--- config.mk ---
export PLATFORM = sky130hd
export DESIGN_NAME = bfsp_vtx_mem
export DESIGN_NICKNAME = d
export VERILOG_FILES = /design/src/rtl/core/bfsp_pkg.sv /design/src/rtl/core/bfsp_vtx_mem.sv
export SDC_FILE = /design/constraint.sdc
export NUM_CORES = 2
export LEC_CHECK = 0
export BUFFER_PORTS_ARGS = -buffer_cell sky130_fd_sc_hd__buf_4
export CORE_MARGIN = 4
export CORE_UTILIZATION = 35
export DETAILED_ROUTE_END_ITERATION = 8
export HOLD_SLACK_MARGIN = 0.02
export SLEW_MARGIN = 40
export SYNTH_ARGS = -nofsm -noshare
export SYNTH_HDL_FRONTEND = slang
export SYNTH_SLANG_ARGS = --single-unit
--- constraint.sdc ---
create_clock -name clk_i -period 12.9 [get_ports clk_i]
set_clock_uncertainty 0.2 [all_clocks]
set_input_delay 1.29 -clock clk_i [delete_from_list [all_inputs] [get_ports clk_i]]
set_output_delay 1.29 -clock clk_i [all_outputs]
set_load 0.05 [all_outputs]
--- src/rtl/core/bfsp_pkg.sv ---
// bfsp_pkg: shared constants, request types and state encoding
// for the shortest path block. No dependencies.
`default_nettype none

package bfsp_pkg;

  localparam int MaxVertices = 64;
  localparam int MaxEdges    = 1024;
  localparam int VtxW        = $clog2(MaxVertices);
  localparam int VcW         = $clog2(MaxVertices + 1);
  localparam int EdgeAW      = $clog2(MaxEdges);
  localparam int EdgeCntW    = $clog2(MaxEdges + 1);
  localparam int WeightW     = 16;
  localparam int DistW       = 40;
  localparam int VcMin       = 2;

  localparam logic signed [DistW-1:0] DistMax = {1'b0, {(DistW-1){1'b1}}};
  localparam logic signed [DistW-1:0] DistMin = {1'b1, {(DistW-1){1'b0}}};

  localparam logic RegVertexCount = 1'b0;
  localparam logic RegSourceVertex = 1'b1;

  typedef struct packed {
    logic [VtxW-1:0]           edge_from;
    logic [VtxW-1:0]           edge_to;
    logic signed [WeightW-1:0] edge_weight;
    logic                      last_edge;
  } in_req_t;

  typedef struct packed {
    logic [VtxW-1:0]         vertex;
    logic                    reachable;
    logic signed [DistW-1:0] distance;
    logic [VtxW-1:0]         parent;
    logic                    has_parent;
    logic                    negative_cycle;
    logic                    last;
  } out_req_t;

  typedef struct packed {
    logic [VtxW-1:0]           tail;
    logic [VtxW-1:0]           head;
    logic signed [WeightW-1:0] weight;
  } edge_t;

  typedef struct packed {
    logic [VtxW-1:0]         parent;
    logic signed [DistW-1:0] path_dist;
  } vtx_entry_t;

  typedef struct packed {
    logic                    improve;
    logic signed [DistW-1:0] cand;
  } relax_t;

  typedef enum logic [2:0] {
    S_IDLE,
    S_INIT,
    S_EREAD,
    S_VREAD,
    S_RELAX,
    S_OREAD,
    S_OLOAD
  } state_e;

endpackage

`default_nettype wire

--- src/rtl/core/bfsp_vtx_mem.sv ---
// bfsp_vtx_mem: per-vertex distance and parent store, one write port
// and two registered read ports. Depends on bfsp_pkg.
`default_nettype none

module bfsp_vtx_mem
  import bfsp_pkg::*;
(
  input  logic            clk_i,
  input  logic            we_i,
  input  logic [VtxW-1:0] waddr_i,
  input  vtx_entry_t      wdata_i,
  input  logic [VtxW-1:0] raddr_a_i,
  input  logic [VtxW-1:0] raddr_b_i,
  output vtx_entry_t      rdata_a_o,
  output vtx_entry_t      rdata_b_o
);

  vtx_entry_t mem_q [MaxVertices];
  vtx_entry_t rdata_a_q;
  vtx_entry_t rdata_b_q;

  always_ff @(posedge clk_i) begin
    if (we_i) begin
      mem_q[waddr_i] <= wdata_i;
    end
    rdata_a_q <= mem_q[raddr_a_i];
    rdata_b_q <= mem_q[raddr_b_i];
  end

  assign rdata_a_o = rdata_a_q;
  assign rdata_b_o = rdata_b_q;

endmodule

`default_nettype wire

==> run_results.csv <==
group,metric,value,unit
status,status,"finished, final reports clean",
synthesis,synth-edff-count,2944,
global_routing,met1_usage,0.301,
global_routing,grt_overflow,0,
global_routing,grt_pass1_wl,636000,um
synthesis,yosys-top-cells-count,"edfxtp_1 (2,944), mux4_2 (1,634), mux2i_1 (256)",
clock_network,cts_hold_buf,0,
timing,rsz0062_at_grt,"no",
clock_network,clk_latency,950,ps
final_layout,fin_nets,6599,
clock_network,cts_tree,"yes",
route,vias,75429,
floorplanning,io_pins,158,
timing,setup_viol,0,
synthesis,ys_ff_latch,3036,
setup_path,worst_setup_path_start_kind,"input pin",
timing,hold_viol,0,
setup_path,crit_required,13540,ps
placed_design,dp_cells,11383,
global_routing,use_met2,0.361,
timing,drv_slew,0,
timing,timing.fmax,216,MHz
route,routedWlPerCell,38.5,um
global_routing,grt_max_degree,110,
clock_network,numCtsBuffers,336,
clock_network,clock_path_buffers,4,
route,initialDrtViolationCount,9895,
clock_network,h-tree-depth,5,
power,leakage,0.0485,uW
final_layout,syn2layout_area_growth,14.2,%
synthesis,postSynthCellCount,6299,
synthesis,yosysWarnings,0,
synthesis,synth_flop_cell,"edfxtp_1",
setup_path,critPathArrivalTime,5270,ps
timing,slew_headroom,0.359,
synthesis,synth_top_area_frac,0.643,
clock_network,cts-root-buf,"clkbuf_16",
power,clock_power_share,0.427,
synthesis,async_reset_ff_frac,0,
final_layout,fillers,34050,
floorplanning,die_area,403000,um^2
synthesis,synthMostInstantiatedCell,"edfxtp_1",
clock_network,cts_setup_buffers,0,
job,drv_cap,0,
final_layout,seq_area,90200,um^2
global_routing,track_usage,0.226,
placed_design,portBuffers,157,
floorplanning,start_util,0.352,
route,final_antenna_net_count,0,
synthesis,synth_fp_nets,6365,
power,p_per_area,143,nW/um^2
floorplanning,core,390000,um^2
hold_path,min-delay-path-class,"input pin to flop",
global_routing,grt_pass1_vias,76558,
final_layout,multiInputGateArea,45300,um^2
synthesis,synth_largest_area_cell,"edfxtp_1",
placed_design,gp_congestion,0.817,
power,p_sw,5260,uW
floorplanning,die_h,635,um
setup_path,critPathKind,"input pin to flop",
power,ir_worst_vdd,0.000114,V
floorplanning,std_cell_rows,229,
route,drtPass1Iterations,6,
final_layout,final_cells,12029,
timing,fin_crit_sh,0.359,
synthesis,ys_types,41,
setup_path,cp_max_fo,98,
route,viasPerCell,6.27,
clock_network,clkSinkCount,3036,
placed_design,dp_hpwl,268000,um
floorplanning,die_w,635,um
route,totalWireLength,463000,um
final_layout,drive_gt1_frac,0.398,
synthesis,ys_top_cells_by_area,"edfxtp_1 (64%), mux4_2 (27%), mux2i_1 (1.9%), dfxtp_1 (1.3%), mux2_2 (0.80%)",
route,drc,0,
timing,finalSetupTns,0,ps
power,combPwrFrac,0.083,
power,power.internal,17200,uW
setup_path,endpoint_kind,"flop",
clock_network,clk_pin_slew,60,ps
clock_network,cts-resized-gates,0,
global_routing,grt.met3_usage,0.0504,
timing,period_needed,4630,ps
synthesis,syn-cell-area,137000,um^2
timing,worst_pin_slew,962,ps
synthesis,synth.avg_cell_area,21.8,um^2
global_routing,busiest_layer,"met2",
power,p_seq_frac,0.490,
synthesis,yosysSeqAreaShare,0.656,
power,switching_share,0.234,
global_routing,antenna_found_initial,41,
cells in the final DEF (no fill, tap or decap), types with 63 or more instances in the layout:
cell type and n:
mux4_2 1634, clkbuf_1 71, dfxtp_1 92, mux2i_1 256
clkbuf_16 340, nor2_4 63, buf_4 308, nand2_1 116
mux2_2 98, o21ai_0 64, edfxtp_1 2944, a21oi_1 114
o22ai_1 70
routing by layer:
metal	vias up	part of all wire	wire length, um
met3	925	0.10	46700
met2	4569	0.48	222000
li1	28401	-	-
met1	41520	0.37	173000
met5	-	0.00019	90
met4	14	0.046	21100
final cells by class:
class | count | area share
sequential | 3036 | 0.575
clock buffer | 427 | 0.0573
multi-input combinational | 2751 | 0.289
inverter | 12 | 0.000287
antenna | 21 | 0.000335
clock inverter | 189 | 0.0124
timing repair buffer | 396 | 0.0245
tap | 5197 | 0.0414
final timing paths:
kind	cells past startpoint	slack, ps	end	from
worst max-delay path	9	8270	rdata_b_o[5]$_DFF_P_	raddr_b_i[1]
worst min-delay path	1	650	mem_q[24][0]$_DFFE_PP_	wdata_i[0]
worst max register to register	4	10430	rdata_b_o[3]$_DFF_P_	mem_q[5][3]$_DFFE_PP_
worst min register to register	5	670	rdata_b_o[38]$_DFF_P_	mem_q[12][38]$_DFFE_PP_
logic make-up (layout without fill, tap and decap cells):
family                 count (synthesis)  in the layout  synth area share
other                                  0             21                 0
buffers and inverters                512           1024            0.0179
AO/OA/AOI/OAI                        456            456            0.0213
AND/OR/NAND/NOR                      307            307            0.0100
multiplexers                        1988           1988             0.294
flip-flops                          3036           3036             0.656
worst max-delay path, cell delays in order:
cell	delay (ps)
buf_8	440
buf_12	500
buf_12	510
buf_4	800
mux4_2	590
mux2i_1	240
a221oi_1	180
o22ai_1	240
nor2_1	90
power by group through the flow:
| stage | Combinational, uW | Clock, uW | Sequential (uW) |
|---|---|---|---|
| after floorplan | 1040 | 0 | 11300 |
| after global placement | 1840 | 0 | 11200 |
| after detailed placement | 1870 | 0 | 11200 |
| after CTS | 1870 | 9750 | 11000 |
| after global routing | 1950 | 10200 | 11000 |
| final | 1870 | 9590 | 11000 |
sequential cells by signal (all words and copies together), names as in the netlist:
| signal | count |
|---|---|
| rdata_b_o | 46 |
| rdata_a_o | 46 |
| mem_q | 2944 |
metrics by stage:
stage | hold slack, ps | cell area [um^2] | utilization | power, uW | setup slack (ps)
3_5_place_dp | 703 | 146000 | 0.374 | 13100 | 7200
4_1_cts | 587 | 157000 | 0.402 | 22600 | 8210
2_1_floorplan | 580 | 137000 | - | 12400 | 7270
3_3_place_gp | 699 | 145000 | 0.372 | 13100 | 6860
5_1_grt | 623 | 157000 | 0.402 | 23200 | 8140
6_report | 650 | 157000 | 0.402 | 22500 | 8270
Note: power is estimated with default switching activity, not from simulation.
