$ cat src/rtl/core/bfsp_pkg.sv
// bfsp_pkg: shared constants, request types and state encoding
// for the shortest path block. No dependencies.
`default_nettype none

package bfsp_pkg;

  localparam int MaxVertices = 64;
  localparam int MaxEdges    = 1024;
  localparam int VtxW        = $clog2(MaxVertices);
  localparam int VcW         = $clog2(MaxVertices + 1);
  localparam int EdgeAW      = $clog2(MaxEdges);
  localparam int EdgeCntW    = $clog2(MaxEdges + 1);
  localparam int WeightW     = 16;
  localparam int DistW       = 40;
  localparam int VcMin       = 2;

  localparam logic signed [DistW-1:0] DistMax = {1'b0, {(DistW-1){1'b1}}};
  localparam logic signed [DistW-1:0] DistMin = {1'b1, {(DistW-1){1'b0}}};

  localparam logic RegVertexCount = 1'b0;
  localparam logic RegSourceVertex = 1'b1;

  typedef struct packed {
    logic [VtxW-1:0]           edge_from;
    logic [VtxW-1:0]           edge_to;
    logic signed [WeightW-1:0] edge_weight;
    logic                      last_edge;
  } in_req_t;

  typedef struct packed {
    logic [VtxW-1:0]         vertex;
    logic                    reachable;
    logic signed [DistW-1:0] distance;
    logic [VtxW-1:0]         parent;
    logic                    has_parent;
    logic                    negative_cycle;
    logic                    last;
  } out_req_t;

  typedef struct packed {
    logic [VtxW-1:0]           tail;
    logic [VtxW-1:0]           head;
    logic signed [WeightW-1:0] weight;
  } edge_t;

  typedef struct packed {
    logic [VtxW-1:0]         parent;
    logic signed [DistW-1:0] path_dist;
  } vtx_entry_t;

  typedef struct packed {
    logic                    improve;
    logic signed [DistW-1:0] cand;
  } relax_t;

  typedef enum logic [2:0] {
    S_IDLE,
    S_INIT,
    S_EREAD,
    S_VREAD,
    S_RELAX,
    S_OREAD,
    S_OLOAD
  } state_e;

endpackage

`default_nettype wire

$ cat src/rtl/core/bfsp_relax.sv
// bfsp_relax: saturating candidate distance and improvement test for one edge.
// Depends on bfsp_pkg.
`default_nettype none

module bfsp_relax
  import bfsp_pkg::*;
(
  input  edge_t                   edge_i,
  input  logic [VcW-1:0]          vc_i,
  input  logic                    tail_reached_i,
  input  logic                    head_reached_i,
  input  logic signed [DistW-1:0] tail_dist_i,
  input  logic signed [DistW-1:0] head_dist_i,
  output relax_t                  result_o
);

  logic [DistW:0]          sum;
  logic signed [DistW-1:0] cand;
  logic                    in_range;

  always_comb begin
    sum = {tail_dist_i[DistW-1], tail_dist_i}
        + {{(DistW + 1 - WeightW){edge_i.weight[WeightW-1]}}, edge_i.weight};
    if (sum[DistW] != sum[DistW-1]) begin
      cand = sum[DistW] ? DistMin : DistMax;
    end else begin
      cand = sum[DistW-1:0];
    end
    in_range = (VcW'(edge_i.tail) < vc_i) && (VcW'(edge_i.head) < vc_i);
    result_o.cand    = cand;
    result_o.improve = in_range && tail_reached_i && (!head_reached_i || (cand < head_dist_i));
  end

endmodule

`default_nettype wire

$ cat config.mk
export PLATFORM = sky130hd
export DESIGN_NAME = bfsp_relax
export DESIGN_NICKNAME = d
export VERILOG_FILES = /design/src/rtl/core/bfsp_pkg.sv /design/src/rtl/core/bfsp_relax.sv
export SDC_FILE = /design/constraint.sdc
export NUM_CORES = 1
export LEC_CHECK = 0
export BUFFER_PORTS_ARGS = -buffer_cell sky130_fd_sc_hd__buf_4
export CORE_MARGIN = 8
export CORE_UTILIZATION = 55
export DETAILED_ROUTE_END_ITERATION = 10
export GPL_ROUTABILITY_DRIVEN = 0
export PLACE_DENSITY_LB_ADDON = 0.05
export SYNTH_ARGS = -nofsm -noshare
export SYNTH_HDL_FRONTEND = slang
export SYNTH_SLANG_ARGS = --single-unit
$ cat constraint.sdc
create_clock -name vclk -period 12
set_input_delay 1.8 -clock vclk [all_inputs]
set_output_delay 1.8 -clock vclk [all_outputs]
set_load 0.01 [all_outputs]
==> impl_metrics.prom <==
# TYPE chip_impl_metric gauge
chip_impl_info{name="run_status",value="complete, no violations"} 1
chip_impl_metric{name="antenna_violating_nets_post_route",unit=""} 0
chip_impl_metric{name="vias",unit=""} 4560
chip_impl_metric{name="die_x",unit="um"} 98.0
chip_impl_metric{name="final_setup_tns",unit="ns"} 0
chip_impl_metric{name="vias_per_cell",unit=""} 6.05
chip_impl_metric{name="max-cap-violations",unit=""} 0
chip_impl_metric{name="synth.yosys.warnings",unit=""} 0
chip_impl_metric{name="port_buffers",unit=""} 158
chip_impl_info{name="critPathLaunch",value="edge_i[15]"} 1
chip_impl_metric{name="dp_hpwl",unit="mm"} 10.6
chip_impl_metric{name="final_cells",unit=""} 754
chip_impl_metric{name="finalWorstPathRequiredPeriod",unit="ns"} 9.35
chip_impl_info{name="cp-end-kind",value="output port"} 1
chip_impl_info{name="layout_commonest_cell",value="sky130_fd_sc_hd__buf_4"} 1
chip_impl_metric{name="layout.core_utilization",unit=""} 0.740
chip_impl_metric{name="fmax",unit="GHz"} 0.107
chip_impl_metric{name="dp_cells",unit=""} 754
chip_impl_metric{name="finish.net_count",unit=""} 882
chip_impl_metric{name="ys_seq_area_frac",unit=""} 0
chip_impl_metric{name="synth.avg_cell_area",unit="um2"} 7.01
chip_impl_metric{name="grt_pass1_vias",unit=""} 4394
chip_impl_metric{name="cp.arrival",unit="ns"} 7.55
chip_impl_info{name="worstHoldStart",value="tail_reached_i"} 1
chip_impl_metric{name="floorplan.die.height",unit="um"} 98.0
chip_impl_metric{name="grt_pass1_wl",unit="mm"} 19.7
chip_impl_metric{name="max-slew-margin-rel",unit=""} 0.566
chip_impl_metric{name="postCtsHoldBufs",unit=""} 0
chip_impl_metric{name="final.fill_count",unit=""} 558
chip_impl_metric{name="cts_post_setup_buffers_inserted",unit=""} 0
chip_impl_info{name="worst_hold_path.endpoint",value="result_o[40]"} 1
chip_impl_metric{name="cts_resized",unit=""} 0
chip_impl_metric{name="worst-path-max-fanout",unit=""} 25
chip_impl_metric{name="slew_at_the_pin_with_the_worst_max_slew_slack",unit="ns"} 0.634
chip_impl_metric{name="n_antenna_cell",unit=""} 0
chip_impl_metric{name="clock_tree_buffer_count_of_the_final_layout",unit=""} 0
chip_impl_metric{name="power_per_cell_area",unit="nW/um2"} 73.5
chip_impl_metric{name="drv_slew",unit=""} 0
chip_impl_metric{name="post-layout-total-power",unit="uW"} 361
chip_impl_metric{name="wire_length_after_detailed_routing",unit="mm"} 12.0
chip_impl_metric{name="ios",unit=""} 158
chip_impl_metric{name="design.seq.count",unit=""} 0
chip_impl_metric{name="grt_max_degree",unit=""} 27
chip_impl_metric{name="synth.distinct_cells",unit=""} 60
chip_impl_metric{name="hold-path-cell-count",unit=""} 4
chip_impl_metric{name="finalHoldViolCount",unit=""} 0
chip_impl_metric{name="core_area",unit="um2"} 6640
chip_impl_metric{name="floorplan.initialDensity",unit=""} 0.556
chip_impl_info{name="hp-class",value="input pin to output port"} 1
chip_impl_metric{name="setup_viol",unit=""} 0
chip_impl_info{name="worst_setup_path_start_kind",value="input pin"} 1
chip_impl_metric{name="post_route_cells_drive_above_1_share",unit=""} 0.252
chip_impl_metric{name="dr.first_iter.drc_count",unit=""} 179
chip_impl_metric{name="grt_usage",unit=""} 0.236
chip_impl_metric{name="routed_wire_length_per_instance",unit="um"} 16.0
chip_impl_metric{name="grt_antenna_before_repair",unit=""} 0
chip_impl_metric{name="seq_area",unit="um2"} 0
chip_impl_metric{name="worstPathRequired",unit="ns"} 10.20
chip_impl_info{name="unrepaired_setup_endpoints_after_global_routing",value="no"} 1
chip_impl_metric{name="syn-num-nets",unit=""} 733
chip_impl_metric{name="leakagePower",unit="nW"} 2.66
chip_impl_metric{name="placementRows",unit=""} 30
chip_impl_metric{name="vdd.ir_drop.worst",unit="mV"} 0.0346
chip_impl_metric{name="post_syn_instances",unit=""} 527
chip_impl_info{name="layout_common_cells",value="sky130_fd_sc_hd__buf_4 (160), sky130_fd_sc_hd__ha_1 (88), sky130_fd_sc_hd__a21oi_1 (56)"} 1
chip_impl_metric{name="drt_first_pass_iters",unit=""} 4
chip_impl_metric{name="finalCritPeriodShare",unit=""} 0.779
chip_impl_metric{name="grt.overflow.total",unit=""} 0
chip_impl_metric{name="drc",unit=""} 0
chip_impl_metric{name="synthesis.area",unit="um2"} 3690
chip_impl_metric{name="dieArea",unit="um2"} 9590
chip_impl_info{name="timing.setup.critical_path_class",value="input pin to output port"} 1
chip_impl_metric{name="layout-area-overhead-vs-synth",unit="%"} 33.1
## where the power goes
part | internal, mW | switching (mW)
clock network | 0 | 0
logic | 0.169 | 0.193
registers | 0 | 0
total | 0.169 | 0.193
## cell type report
type | instances | area, um2 | share of cell area
Tap cell | 80 | 100 | 0.0204
Inverter | 52 | 195 | 0.0397
Timing Repair Buffer | 160 | 1200 | 0.244
Multi-Input combinational cell | 462 | 3420 | 0.696
## how the worst max path moves through the flow
stage,to,slack [ns],depth (start not counted)
after CTS,result_o[40],2.69,24
after floorplan,result_o[40],3.83,24
after global routing,result_o[40],2.16,24
after global placement,result_o[40],2.93,24
final,result_o[40],2.65,24
after detailed placement,result_o[40],2.71,24
## critical path: stages
cell	delay [ns]
sky130_fd_sc_hd__buf_4	0.28
sky130_fd_sc_hd__ha_1	0.35
sky130_fd_sc_hd__a21oi_1	0.28
sky130_fd_sc_hd__o41ai_1	0.11
sky130_fd_sc_hd__a31o_1	0.22
sky130_fd_sc_hd__a311oi_1	0.39
sky130_fd_sc_hd__a2111oi_0	0.22
sky130_fd_sc_hd__or2_1	0.26
sky130_fd_sc_hd__or3_4	0.35
sky130_fd_sc_hd__o22ai_2	0.54
sky130_fd_sc_hd__buf_4	0.34
sky130_fd_sc_hd__o21ai_0	0.16
sky130_fd_sc_hd__ha_1	0.32
sky130_fd_sc_hd__a21o_1	0.18
sky130_fd_sc_hd__a21o_1	0.17
sky130_fd_sc_hd__a21oi_1	0.17
sky130_fd_sc_hd__o21ai_0	0.11
sky130_fd_sc_hd__a211oi_1	0.24
sky130_fd_sc_hd__o21ai_0	0.13
sky130_fd_sc_hd__a2111o_1	0.41
sky130_fd_sc_hd__o211ai_1	0.09
sky130_fd_sc_hd__o21ai_1	0.10
sky130_fd_sc_hd__nor3_2	0.16
sky130_fd_sc_hd__buf_4	0.15
## stage by stage
stage	instance area, um2	hold slack, ns	setup slack [ns]
floorplan	3690	3.73	3.83
global placement	4910	4.01	2.93
detailed placement	4910	4.01	2.71
CTS	4910	4.02	2.69
global route	4910	4.05	2.16
finish	4910	4.02	2.65
## cells in the mapped netlist, types with 7 or more instances
cell type,number,area (um2)
sky130_fd_sc_hd__o21ai_0,52,260
sky130_fd_sc_hd__o21ai_1,13,65.1
sky130_fd_sc_hd__a21oi_1,56,280
sky130_fd_sc_hd__nand3_1,18,90.1
sky130_fd_sc_hd__nor3_1,10,50.1
sky130_fd_sc_hd__inv_1,52,195
sky130_fd_sc_hd__xnor2_1,10,87.6
sky130_fd_sc_hd__ha_1,88,1100
sky130_fd_sc_hd__nor2b_1,10,62.6
sky130_fd_sc_hd__nand2b_1,9,56.3
sky130_fd_sc_hd__nand2_1,27,101
sky130_fd_sc_hd__nand4_1,7,43.8
sky130_fd_sc_hd__xor2_1,18,158
sky130_fd_sc_hd__nor2_1,20,75.1
sky130_fd_sc_hd__a21o_1,31,233
sky130_fd_sc_hd__and3_1,7,43.8
## routing by layer
metal / share of wire / vias to the layer above / GRT usage
met1: 0.42 / 2070 / 0.291
met2: 0.48 / 196 / 0.416
li1: - / 2266 / -
met5: 0 / - / 0
met3: 0.072 / 28 / 0.0299
met4: 0.029 / 0 / 0.0624
## kinds of logic (layout without fill, tap and decap cells)
logic type               after synthesis  after routing  share of synthesized area
XOR/XNOR                              28             28                     0.0664
AND/OR/NAND/NOR                      128            128                      0.181
AO/OA/AOI/OAI                        215            215                      0.369
adder cells (fa/ha/maj)               89             89                      0.304
multiplexers                           2              2                    0.00542
buffers and inverters                 65            212                     0.0755
Power figures use the tool's default switching activity.
